[config.mk]
export PLATFORM = sky130hd
export DESIGN_NAME = radar_frame_parser_smoother
export DESIGN_NICKNAME = d
export VERILOG_FILES = /design/src/rtl/rfps_pkg.sv /design/src/rtl/radar_frame_parser_smoother.sv /design/src/rtl/rfps_collector.sv /design/src/rtl/rfps_evaluator.sv
export SDC_FILE = /design/constraint.sdc
export NUM_CORES = 1
export LEC_CHECK = 0
export BUFFER_PORTS_ARGS = -buffer_cell sky130_fd_sc_hd__buf_2
export CORE_MARGIN = 4
export CORE_UTILIZATION = 65
export CTS_CLUSTER_DIAMETER = 80
export DETAILED_ROUTE_END_ITERATION = 10
export PLACE_DENSITY = 0.8
export SLEW_MARGIN = 25
export SYNTH_ARGS = -nofsm -noshare
export SYNTH_HDL_FRONTEND = slang
export SYNTH_SLANG_ARGS = --single-unit
[constraint.sdc]
create_clock -name clk_i -period 32 [get_ports clk_i]
set_clock_uncertainty 0.05 [all_clocks]
set_input_delay 6.4 -clock clk_i [delete_from_list [all_inputs] [get_ports clk_i]]
set_output_delay 6.4 -clock clk_i [all_outputs]
set_load 0.02 [all_outputs]
[src/rtl/rfps_pkg.sv]
// Shared types and constants for the radar frame parser and smoother.
`default_nettype none

package rfps_pkg;

  // Frame geometry
  localparam int unsigned FRAME_LEN = 18;
  localparam int unsigned POS_W     = 5;
  localparam int unsigned IDX_W     = $clog2(FRAME_LEN);
  localparam logic [POS_W:0] FRAME_LEN_C = (POS_W + 1)'(FRAME_LEN);

  // Header sequence
  localparam logic [7:0] HDR_BYTE0 = 8'hF4;
  localparam logic [7:0] HDR_BYTE1 = 8'hF3;
  localparam logic [7:0] HDR_BYTE2 = 8'hF2;
  localparam logic [7:0] HDR_BYTE3 = 8'hF1;

  // Frame layout
  localparam int unsigned OFS_TYPE       = 6;
  localparam int unsigned OFS_STATUS     = 8;
  localparam int unsigned OFS_MOV_DIST   = 9;
  localparam int unsigned OFS_MOV_ENERGY = 11;
  localparam int unsigned OFS_STA_DIST   = 13;
  localparam int unsigned OFS_STA_ENERGY = 15;

  localparam logic [7:0] TYPE_TARGET = 8'h02;
  localparam logic [1:0] STAT_MOVING = 2'h1;
  localparam logic [1:0] STAT_STATIC = 2'h2;

  // Distances
  localparam logic [15:0] DIST_IDLE   = 16'd999;
  localparam logic [15:0] DIST_NONE   = 16'd0;

  // Smoothing: (7 * old + 3 * new) / 10, divide by reciprocal multiply
  localparam int unsigned SUM_W       = 20;
  localparam logic [SUM_W-1:0] W_OLD  = 20'd7;
  localparam logic [SUM_W-1:0] W_NEW  = 20'd3;
  localparam logic [SUM_W-1:0] RECIP10 = 20'd838861;
  localparam int unsigned RECIP_SHIFT = 23;

  // Configuration
  localparam int unsigned CFG_IDX_W  = 1;
  localparam int unsigned CFG_DATA_W = 16;
  typedef enum logic [CFG_IDX_W-1:0] {
    CFG_MIN_ENERGY = 1'b0,
    CFG_MAX_RANGE  = 1'b1
  } cfg_idx_e;

  localparam logic [7:0]  MIN_ENERGY_RST = 8'd8;
  localparam logic [15:0] MAX_RANGE_RST  = 16'd250;

  // Completed frame as seen by the evaluator
  typedef struct packed {
    logic        done;
    logic [7:0]  ftype;
    logic [1:0]  status;
    logic [15:0] mov_dist;
    logic [7:0]  mov_energy;
    logic [15:0] sta_dist;
    logic [7:0]  sta_energy;
  } frame_t;

  typedef struct packed {
    logic        detected;
    logic [15:0] raw_distance;
    logic [15:0] smoothed_distance;
  } result_t;

endpackage

`default_nettype wire

[src/rtl/radar_frame_parser_smoother.sv]
// Top level: radar UART frame parser with gated, smoothed distance output.
// Path: an accepted byte is held in the input register, which feeds the
//   collector; a frame's result word is registered as its last byte leaves it.
// Throughput: one byte word per cycle, set by the single input register
//   and single-pass update; stalls only when a result is due and one waits.
// Reset (rst_ni low, async): header search restarts, flag 0, distances 999,
//   min_energy 8, max_range 250; captured frame bytes are not cleared.
`default_nettype none

module radar_frame_parser_smoother (
  input  wire logic                           clk_i,
  input  wire logic                           rst_ni,
  // byte input channel
  input  wire logic                           in_valid_i,
  output logic                                in_stall_o,
  input  wire logic [7:0]                     rx_byte_i,
  // result channel
  output logic                                out_valid_o,
  input  wire logic                           out_stall_i,
  output logic                                detected_o,
  output logic [15:0]                         raw_distance_o,
  output logic [15:0]                         smoothed_distance_o,
  // configuration write channel
  input  wire logic                           cfg_valid_i,
  output logic                                cfg_ready_o,
  input  wire logic [rfps_pkg::CFG_IDX_W-1:0] cfg_index_i,
  input  wire logic [rfps_pkg::CFG_DATA_W-1:0] cfg_data_i
);
  import rfps_pkg::*;

  // Configuration registers
  logic [7:0]  min_energy_q;
  logic [15:0] max_range_q;

  // Input register
  logic        s1_valid_q, s1_valid_d;
  logic [7:0]  s1_byte_q;

  // Result register
  logic        out_valid_q, out_valid_d;
  result_t     out_q;

  logic        advance;
  logic        last;
  logic        out_free;
  frame_t      frame;
  result_t     result;

  assign cfg_ready_o = 1'b1;

  always_ff @(posedge clk_i or negedge rst_ni) begin
    if (!rst_ni) begin
      min_energy_q <= MIN_ENERGY_RST;
      max_range_q  <= MAX_RANGE_RST;
    end else if (cfg_valid_i && cfg_ready_o) begin
      case (cfg_idx_e'(cfg_index_i))
        CFG_MIN_ENERGY: min_energy_q <= cfg_data_i[7:0];
        CFG_MAX_RANGE:  max_range_q  <= cfg_data_i[15:0];
        default: ;
      endcase
    end
  end

  // The held byte moves on unless it closes a frame while the result
  // register is still occupied and stalled.
  assign out_free   = !out_valid_q || !out_stall_i;
  assign advance    = s1_valid_q && (!last || out_free);
  assign in_stall_o = s1_valid_q && !advance;

  assign s1_valid_d = in_stall_o ? s1_valid_q : in_valid_i;

  always_ff @(posedge clk_i or negedge rst_ni) begin
    if (!rst_ni) begin
      s1_valid_q <= 1'b0;
    end else begin
      s1_valid_q <= s1_valid_d;
    end
  end

  always_ff @(posedge clk_i) begin
    if (!in_stall_o) begin
      s1_byte_q <= rx_byte_i;
    end
  end

  rfps_collector u_collector (
    .clk_i     (clk_i),
    .rst_ni    (rst_ni),
    .advance_i (advance),
    .byte_i    (s1_byte_q),
    .last_o    (last),
    .frame_o   (frame)
  );

  rfps_evaluator u_evaluator (
    .clk_i        (clk_i),
    .rst_ni       (rst_ni),
    .frame_i      (frame),
    .min_energy_i (min_energy_q),
    .max_range_i  (max_range_q),
    .result_o     (result)
  );

  // Every completed frame gives one result word, whatever its type
  always_comb begin
    out_valid_d = out_valid_q;
    if (frame.done) begin
      out_valid_d = 1'b1;
    end else if (!out_stall_i) begin
      out_valid_d = 1'b0;
    end
  end

  always_ff @(posedge clk_i or negedge rst_ni) begin
    if (!rst_ni) begin
      out_valid_q <= 1'b0;
    end else begin
      out_valid_q <= out_valid_d;
    end
  end

  always_ff @(posedge clk_i) begin
    if (frame.done) begin
      out_q <= result;
    end
  end

  assign out_valid_o         = out_valid_q;
  assign detected_o          = out_q.detected;
  assign raw_distance_o      = out_q.raw_distance;
  assign smoothed_distance_o = out_q.smoothed_distance;

endmodule

`default_nettype wire

[src/rtl/rfps_collector.sv]
// Header search and frame byte capture.
`default_nettype none

module rfps_collector (
  input  wire logic          clk_i,
  input  wire logic          rst_ni,
  input  wire logic          advance_i,
  input  wire logic [7:0]    byte_i,
  output logic               last_o,
  output rfps_pkg::frame_t   frame_o
);
  import rfps_pkg::*;

  logic [POS_W-1:0] pos_q, pos_d, pos_inc;
  logic [7:0]       frame_q [FRAME_LEN];
  logic [7:0]       cur     [FRAME_LEN];
  logic             hdr_ok;
  logic             in_frame;

  always_comb begin
    case (pos_q)
      POS_W'(0): hdr_ok = (byte_i == HDR_BYTE0);
      POS_W'(1): hdr_ok = (byte_i == HDR_BYTE1);
      POS_W'(2): hdr_ok = (byte_i == HDR_BYTE2);
      POS_W'(3): hdr_ok = (byte_i == HDR_BYTE3);
      default:   hdr_ok = 1'b1;
    endcase
  end

  assign pos_inc  = pos_q + 1'b1;
  assign last_o   = ({1'b0, pos_inc} >= FRAME_LEN_C);
  assign in_frame = ({1'b0, pos_q} < FRAME_LEN_C);

  always_comb begin
    pos_d = pos_q;
    if (advance_i) begin
      if (!hdr_ok || last_o) begin
        pos_d = '0;
      end else begin
        pos_d = pos_inc;
      end
    end
  end

  always_ff @(posedge clk_i or negedge rst_ni) begin
    if (!rst_ni) begin
      pos_q <= '0;
    end else begin
      pos_q <= pos_d;
    end
  end

  always_ff @(posedge clk_i) begin
    if (advance_i && hdr_ok && in_frame) begin
      frame_q[pos_q[IDX_W-1:0]] <= byte_i;
    end
  end

  // Current byte bypasses storage so a field may sit in the final byte
  always_comb begin
    for (int k = 0; k < FRAME_LEN; k++) begin
      cur[k] = (pos_q == POS_W'(k)) ? byte_i : frame_q[k];
    end
  end

  always_comb begin
    frame_o.done       = advance_i && hdr_ok && last_o;
    frame_o.ftype      = cur[OFS_TYPE];
    frame_o.status     = cur[OFS_STATUS][1:0];
    frame_o.mov_dist   = {cur[OFS_MOV_DIST + 1], cur[OFS_MOV_DIST]};
    frame_o.mov_energy = cur[OFS_MOV_ENERGY];
    frame_o.sta_dist   = {cur[OFS_STA_DIST + 1], cur[OFS_STA_DIST]};
    frame_o.sta_energy = cur[OFS_STA_ENERGY];
  end

endmodule

`default_nettype wire

[src/rtl/rfps_evaluator.sv]
// Target selection, gating and distance smoothing.
`default_nettype none

module rfps_evaluator (
  input  wire logic             clk_i,
  input  wire logic             rst_ni,
  input  rfps_pkg::frame_t      frame_i,
  input  wire logic [7:0]       min_energy_i,
  input  wire logic [15:0]      max_range_i,
  output rfps_pkg::result_t     result_o
);
  import rfps_pkg::*;

  logic        detect_q, detect_d;
  logic [15:0] dist_q, dist_d;
  logic [15:0] smooth_q, smooth_d;

  logic [15:0]          sel_dist;
  logic [7:0]           sel_energy;
  logic                 pass;
  logic [SUM_W-1:0]     sum;
  logic [2*SUM_W-1:0]   prod;

  always_comb begin
    sel_dist   = DIST_IDLE;
    sel_energy = 8'd0;
    if ((frame_i.status & STAT_MOVING) != 2'd0) begin
      sel_dist   = frame_i.mov_dist;
      sel_energy = frame_i.mov_energy;
    end else if ((frame_i.status & STAT_STATIC) != 2'd0) begin
      sel_dist   = frame_i.sta_dist;
      sel_energy = frame_i.sta_energy;
    end
  end

  assign pass = (sel_dist != 16'd0) && (sel_dist <= max_range_i) &&
                (sel_energy > min_energy_i);

  // Sum stays below 2^20, where the reciprocal gives an exact quotient
  assign sum  = SUM_W'(smooth_q) * W_OLD + SUM_W'(sel_dist) * W_NEW;
  assign prod = (2*SUM_W)'(sum) * (2*SUM_W)'(RECIP10);

  always_comb begin
    detect_d = detect_q;
    dist_d   = dist_q;
    smooth_d = smooth_q;
    if (frame_i.done && frame_i.ftype == TYPE_TARGET) begin
      if (pass) begin
        detect_d = 1'b1;
        dist_d   = sel_dist;
        smooth_d = prod[RECIP_SHIFT +: 16];
      end else begin
        detect_d = 1'b0;
        dist_d   = DIST_NONE;
        smooth_d = DIST_IDLE;
      end
    end
  end

  always_ff @(posedge clk_i or negedge rst_ni) begin
    if (!rst_ni) begin
      detect_q <= 1'b0;
      dist_q   <= DIST_IDLE;
      smooth_q <= DIST_IDLE;
    end else begin
      detect_q <= detect_d;
      dist_q   <= dist_d;
      smooth_q <= smooth_d;
    end
  end

  assign result_o = '{detected: detect_d, raw_distance: dist_d,
                      smoothed_distance: smooth_d};

endmodule

`default_nettype wire

==> results.py, run 1 <==
metrics = {
    "die": {
        "start_util_pct": 66.7,
        "fp-row-count": 57,
        "core_area_um2": 24500,
        "ios": 66,
        "dieArea_um2": 27800,
        "fp.dieW_um": 167,
        "die_h_um": 167,
    },
    "synth": {
        "async_flop_share_pct": 39.3,
        "syn_inst": 1500,
        "synthDistinctLibCells": 75,
        "yosys_warnings": 0,
        "synth_seq_cells": 163,
        "synth_top_area_share_pct": 22.1,
        "synth.avg_cell_area_um2": 10.9,
        "synth-main-ff-cell": "edfxtp_1",
        "synth_nets": 1965,
        "yosys.area.top_type": "fa_1",
        "synthesis.area_um2": 16400,
        "synth-edff-count": 99,
        "synth_area_leaders": "fa_1, ha_1, edfxtp_1",
        "ys_seq_area_share_pct": 28.1,
    },
    "job": {
        "maxCapViolations": 0,
    },
    "clock_network": {
        "root_buffer": "clkbuf_16",
        "insertion_delay_ns": 0.42,
        "cts_inserted_buffers": 17,
        "clk_pin_slew_ns": 0.07,
        "h-tree-depth": 4,
        "ctsHoldBuffers": 0,
        "cts_max_path_buffers": 2,
        "postCtsSetupBuffers": 0,
        "clock_sinks": 163,
        "cts_tree": "yes",
        "cts_resized": 0,
    },
    "sta": {
        "rsz0062_at_grt": "no",
        "fin_crit_sh_pct": 42.7,
        "setup_viol": 0,
        "min_period_ns": 13.67,
        "hold_viol_final": 0,
        "holdWs_ns": 0.452,
        "finalSetupTns_ns": 0,
        "worstMarginPinSlew_ns": 1.09,
        "slew_violations": 0,
        "clock.fmax_mhz": 73.2,
        "slew_headroom_pct": 26.8,
    },
    "critical_path": {
        "worst_setup_path_end_kind": "output port",
        "arrival_ns": 7.22,
        "crit_chain": "buf_2 -> nand2_1 -> nor2_1 -> nand2_1 -> inv_1 -> buf_2",
        "worstRegToRegCells": 41,
        "r2r_start": "u_collector.pos_q[0]",
        "r2r-end": "smoothed_distance_o[12]",
        "cp-start-kind": "primary input",
        "cp_slowest_cell": "nand2_1",
        "crit_type": "in -> out",
        "worst-path-max-fanout": 10,
        "critical-path-max-stage-delay_ns": 0.31,
        "rrSetupSlack_ns": 18.86,
        "critPathLaunch": "out_stall_i",
        "crit_required_ns": 25.55,
        "cp-endpoint": "in_stall_o",
    },
    "routing": {
        "ant_nets": 0,
        "viasPerCell": 5.73,
        "vias": 10900,
        "drt_wl_total_um": 36500,
        "drc": 0,
        "drt_iter0_drc": 660,
        "first_pass_iters": 5,
        "wl_per_cell_um": 19.3,
    },
    "layout": {
        "diodes": 0,
        "utilization_pct": 71.8,
        "drive_above_1_share_pct": 10.0,
        "areaGrowthSynthToFinish_pct": 7.55,
        "multi_input_area_um2": 10200,
        "fill_cells": 1710,
        "nets": 2022,
        "seq_area_um2": 4600,
    },
    "grt": {
        "antenna_found_initial": 0,
        "grt_usage_pct": 27.0,
        "grt_pass1_wl_um": 59700,
        "grt_overflow_total": 0,
        "first_global_vias": 11500,
        "grt_max_degree": 65,
    },
    "outcome": {
        "outcome": "completed",
    },
    "place": {
        "gp_congestion": 0.970,
        "portBuffers": 64,
        "dp_hpwl_um": 29200,
    },
    "min_path": {
        "worst_hold_path_type": "reg -> reg",
    },
}
==> layout by cell type, fill, tap and decap left out, types with 4 or more instances in the layout <==
master     synthesis  layout
mux2i_1           42      42
o211ai_1           4       4
a22oi_1            7       7
xnor2_1           31      31
a211oi_1           5       5
nand2_1           49      48
buf_4              6       5
nand2b_1          11      11
ha_1             254     254
edfxtp_1          99      99
a22o_1            21      21
nor2b_1            8       8
fa_1             181     181
inv_1            387     387
a31oi_1            5       5
o21ai_1            6       6
inv_6              0       5
mux2_2            17      17
o22ai_1           18      18
a21o_1            22      22
dfrtp_1           41      41
nand3_1           16      16
clkbuf_16          0      17
o21a_1             6       6
nor2_1            33      32
or3_1              8       8
dfstp_2           23      23
xor2_1            15      15
buf_2              4      64
a32oi_1            5       5
nand4_1           13      13
o21ai_0           39      39
a21oi_1           35      35
nor3_1            10      10
==> cells by family (layout without fill, tap and decap cells) <==
family | Yosys count | after routing | synth area share, %
and+or+nand+nor | 173 | 173 | 5.48
xor gates and xnor gates | 46 | 46 | 2.46
other | 1 | 1 | 0.0229
buffers and inverters | 420 | 490 | 9.84
muxes | 63 | 63 | 4.09
adders and majority gates | 436 | 436 | 41.6
AOI/OAI and AO/OA | 198 | 198 | 8.36
DFF | 163 | 163 | 28.1
==> worst min path at each step <==
stage,start,end,slack [ns],depth (start not counted)
3_3_place_gp,u_evaluator.detect_q,u_evaluator.detect_q,0.41,1
3_5_place_dp,u_evaluator.dist_q[10],u_evaluator.dist_q[10],0.44,1
5_1_grt,u_evaluator.dist_q[13],u_evaluator.dist_q[13],0.48,1
6_report,u_evaluator.detect_q,u_evaluator.detect_q,0.45,1
2_1_floorplan,u_evaluator.detect_q,u_evaluator.detect_q,0.39,1
4_1_cts,u_evaluator.detect_q,u_evaluator.detect_q,0.46,1
==> flip-flops by register name (all words and copies together) (netlist names) <==
| register | flops |
|---|---|
| smoothed_distance_o | 16 |
| u_evaluator.detect_q | 1 |
| u_collector.frame_q | 58 |
| u_evaluator.dist_q | 16 |
| s1_valid_q | 1 |
| u_collector.pos_q | 5 |
| detected_o | 1 |
| s1_byte_q | 8 |
| out_valid_o | 1 |
| min_energy_q | 8 |
| max_range_q | 16 |
| u_evaluator.smooth_q | 16 |
| raw_distance_o | 16 |
==> final cells by class <==
| cell class | instances | share of cell area (%) |
|---|---|---|
| clock inverter | 12 | 0.675 |
| sequential | 163 | 26.1 |
| clock buffer | 20 | 2.48 |
| inverter | 387 | 8.25 |
| tap | 324 | 2.30 |
| timing repair buffer | 71 | 2.35 |
| multi-input combinational | 917 | 57.8 |
==> stage by stage <==
step                setup WS, ns  std cells  cell area (µm²)
floorplan                  18.57       1500            16400
global placement           18.32       1860            17000
detailed placement         18.33       1860            17000
CTS                        18.32       1892            17500
global route               18.21       1894            17600
finish                     18.33       1894            17600
==> synthesized netlist by cell type (18+ instances only) <==
cell type,number
a21o_1,22
a21oi_1,35
a22o_1,21
dfrtp_1,41
dfstp_2,23
edfxtp_1,99
fa_1,181
ha_1,254
inv_1,387
mux2i_1,42
nand2_1,49
nor2_1,33
o21ai_0,39
o22ai_1,18
xnor2_1,31
==> routing by layer <==
metal,part of all wire [%],track usage (%)
met5,0,0
met4,3.0,8.32
met1,41,35.6
met2,51,46.7
met3,5.2,3.77
==> critical path: cells and delay by family <==
kind          cells  cell delay, ns
simple gates      3            0.48
buf+inv           3            0.33
Power of run 1 is not shown: default switching activity piles up to over one toggle a cycle in this logic, so the estimate is an artifact.
==> run 2: changes to the inputs <==
- ABC_AREA: unset -> 1
- clock period: 32 -> 14.33 ns (I/O delays scaled with it)
==> run 2 against run 1 <==
Area after synthesis increased by 5.3%. Cell area is 5.6% higher. Global-route usage increased by 4.9 points. Critical path depth rose by 47. Highest routed layer unchanged.
==> results.py, run 2 <==
metrics = {
    "place": {
        "dp_hpwl_um": 36500,
        "gp_congestion": 0.964,
        "portBuffers": 64,
        "dp_slack_ns": 2.02,
    },
    "sta": {
        "slew_headroom_pct": 36.5,
        "holdWs_ns": 0.423,
        "setup_viol": 0,
        "min_period_ns": 12.61,
        "hold_viol_final": 0,
        "finalSetupTns_ns": 0,
        "layout_setup_ws_ns": 1.72,
        "worstMarginPinSlew_ns": 0.952,
        "rsz0062_at_grt": "no",
        "slew_violations": 0,
        "fin_crit_sh_pct": 88.0,
        "clock.fmax_mhz": 79.3,
    },
    "synth": {
        "synth_nets": 2348,
        "synth_most_common_cell": "inv_1",
        "yosys.area.top_type": "fa_1",
        "async_flop_share_pct": 39.3,
        "syn_inst": 1883,
        "synth-main-ff-cell": "edfxtp_1",
        "synth.avg_cell_area_um2": 9.16,
        "synth_seq_cells": 163,
        "synthTopCellsByCount": "inv_1, nand2_1, ha_1",
        "yosys_warnings": 0,
        "synthDistinctLibCells": 53,
        "synth_top_area_share_pct": 21.0,
        "synth-edff-count": 99,
        "synth_area_leaders": "fa_1, ha_1, edfxtp_1",
        "synthesis.area_um2": 17200,
        "ys_seq_area_share_pct": 26.7,
    },
    "critical_path": {
        "cp-start-kind": "flop",
        "worst_setup_path_end_kind": "flop",
        "crit_type": "reg -> reg",
        "crit_top_cell": "nand2_1",
        "arrival_ns": 12.85,
        "cp_slowest_cell": "xor2_1",
        "crit_required_ns": 14.57,
        "worst-path-max-fanout": 19,
        "critical-path-max-stage-delay_ns": 0.71,
    },
    "grt": {
        "grt_max_degree": 65,
        "grt_usage_pct": 31.8,
        "met2_usage_pct": 53.9,
        "antenna_found_initial": 0,
        "first_global_vias": 13700,
        "globalRouteMet3Util_pct": 6.82,
        "grt_pass1_wl_um": 71900,
        "grt_overflow_total": 0,
        "top_usage_layer": "met2",
        "gr-usage-met1_pct": 41.9,
    },
    "clock_network": {
        "postCtsSetupBuffers": 0,
        "clock_sinks": 163,
        "h-tree-depth": 4,
        "cts_tree": "yes",
        "ctsHoldBuffers": 0,
        "root_buffer": "clkbuf_16",
        "insertion_delay_ns": 0.44,
        "cts_resized": 0,
        "clk_pin_slew_ns": 0.07,
        "cts_max_path_buffers": 2,
        "cts_inserted_buffers": 17,
    },
    "routing": {
        "first_pass_iters": 6,
        "vias": 13000,
        "drc": 0,
        "wl_per_cell_um": 19.4,
        "drt_iter0_drc": 1091,
        "viasPerCell": 5.66,
        "ant_nets": 0,
        "drt_wl_total_um": 44600,
    },
    "layout": {
        "nets": 2422,
        "diodes": 0,
        "largest_reg_flops": 58,
        "final_cell_mix": "inv_1, nand2_1, ha_1",
        "fill_cells": 1923,
        "areaGrowthSynthToFinish_pct": 7.86,
        "drive_above_1_share_pct": 8.48,
        "final_common_cell": "inv_1",
    },
    "job": {
        "maxCapViolations": 0,
    },
    "die": {
        "fp-row-count": 59,
        "dieArea_um2": 29200,
        "core_area_um2": 26100,
        "die_h_um": 171,
        "fp.dieW_um": 171,
        "start_util_pct": 66.2,
        "ios": 66,
    },
    "min_path": {
        "worst_hold_path_type": "reg -> reg",
    },
    "outcome": {
        "outcome": "completed",
    },
}
==> run 2: area by class of cell <==
cell class                      instances  area, µm²  area share (%)
Tap cell                              335        419            2.25
Clock buffer                           20        479            2.58
Timing Repair Buffer                   74        395            2.13
Inverter                              492       1850            9.93
Multi-Input combinational cell       1209      10700            57.5
Sequential cell                       163       4600            24.8
Clock inverter                         12        155           0.834
==> run 2: metrics by stage <==
stage / std cells / utilization [%] / cell area, µm²
floorplan: 1883 / - / 17200
global placement: 2273 / 68.9 / 18000
detailed placement: 2273 / 68.9 / 18000
CTS: 2305 / 71.4 / 18600
global route: 2305 / 71.4 / 18600
finish: 2305 / 71.4 / 18600
==> run 2: worst paths after layout <==
kind	depth (start not counted)	endpoint	slack (ns)	start
max in group asynchronous	2	max_range_q[2]	11.05	rst_ni
setup reg to reg	53	smoothed_distance_o[5]	1.72	u_collector.pos_q[0]
setup / recovery	53	smoothed_distance_o[5]	1.72	u_collector.pos_q[0]
hold / removal	2	u_evaluator.dist_q[14]	0.42	u_evaluator.dist_q[14]
min in group asynchronous	2	u_evaluator.dist_q[15]	2.59	rst_ni
hold reg to reg	2	u_evaluator.dist_q[14]	0.42	u_evaluator.dist_q[14]
==> run 2: routing by layer <==
layer | part of all wire [%] | vias up | wire, µm
li1 | - | 6122 | -
met4 | 3.0 | 0 | 1340
met3 | 7.8 | 81 | 3470
met5 | 0 | - | 0
met2 | 48 | 494 | 21500
met1 | 41 | 6343 | 18400
==> run 2: worst max-delay path, delay by kind of cell (launching register included) <==
kind                       cells  cell delay, ns
AOI/OAI and AO/OA              5            0.98
xor gates and xnor gates       3            1.25
adders and majority gates     13            5.41
buffers and inverters         12            0.98
DFF                            1            0.43
and+or+nand+nor               20            3.33
==> run 2: cell families after synthesis <==
family	Yosys count	share of synthesized area [%]
AO/OA/AOI/OAI	265	8.76
flip-flops	163	26.7
other	1	0.0218
AND/OR/NAND/NOR	465	11.6
buffers and inverters	511	11.3
XOR/XNOR	35	1.78
multiplexers	8	0.472
adder cells (fa/ha/maj)	435	39.5
Power of run 2 is left out for the same reason.
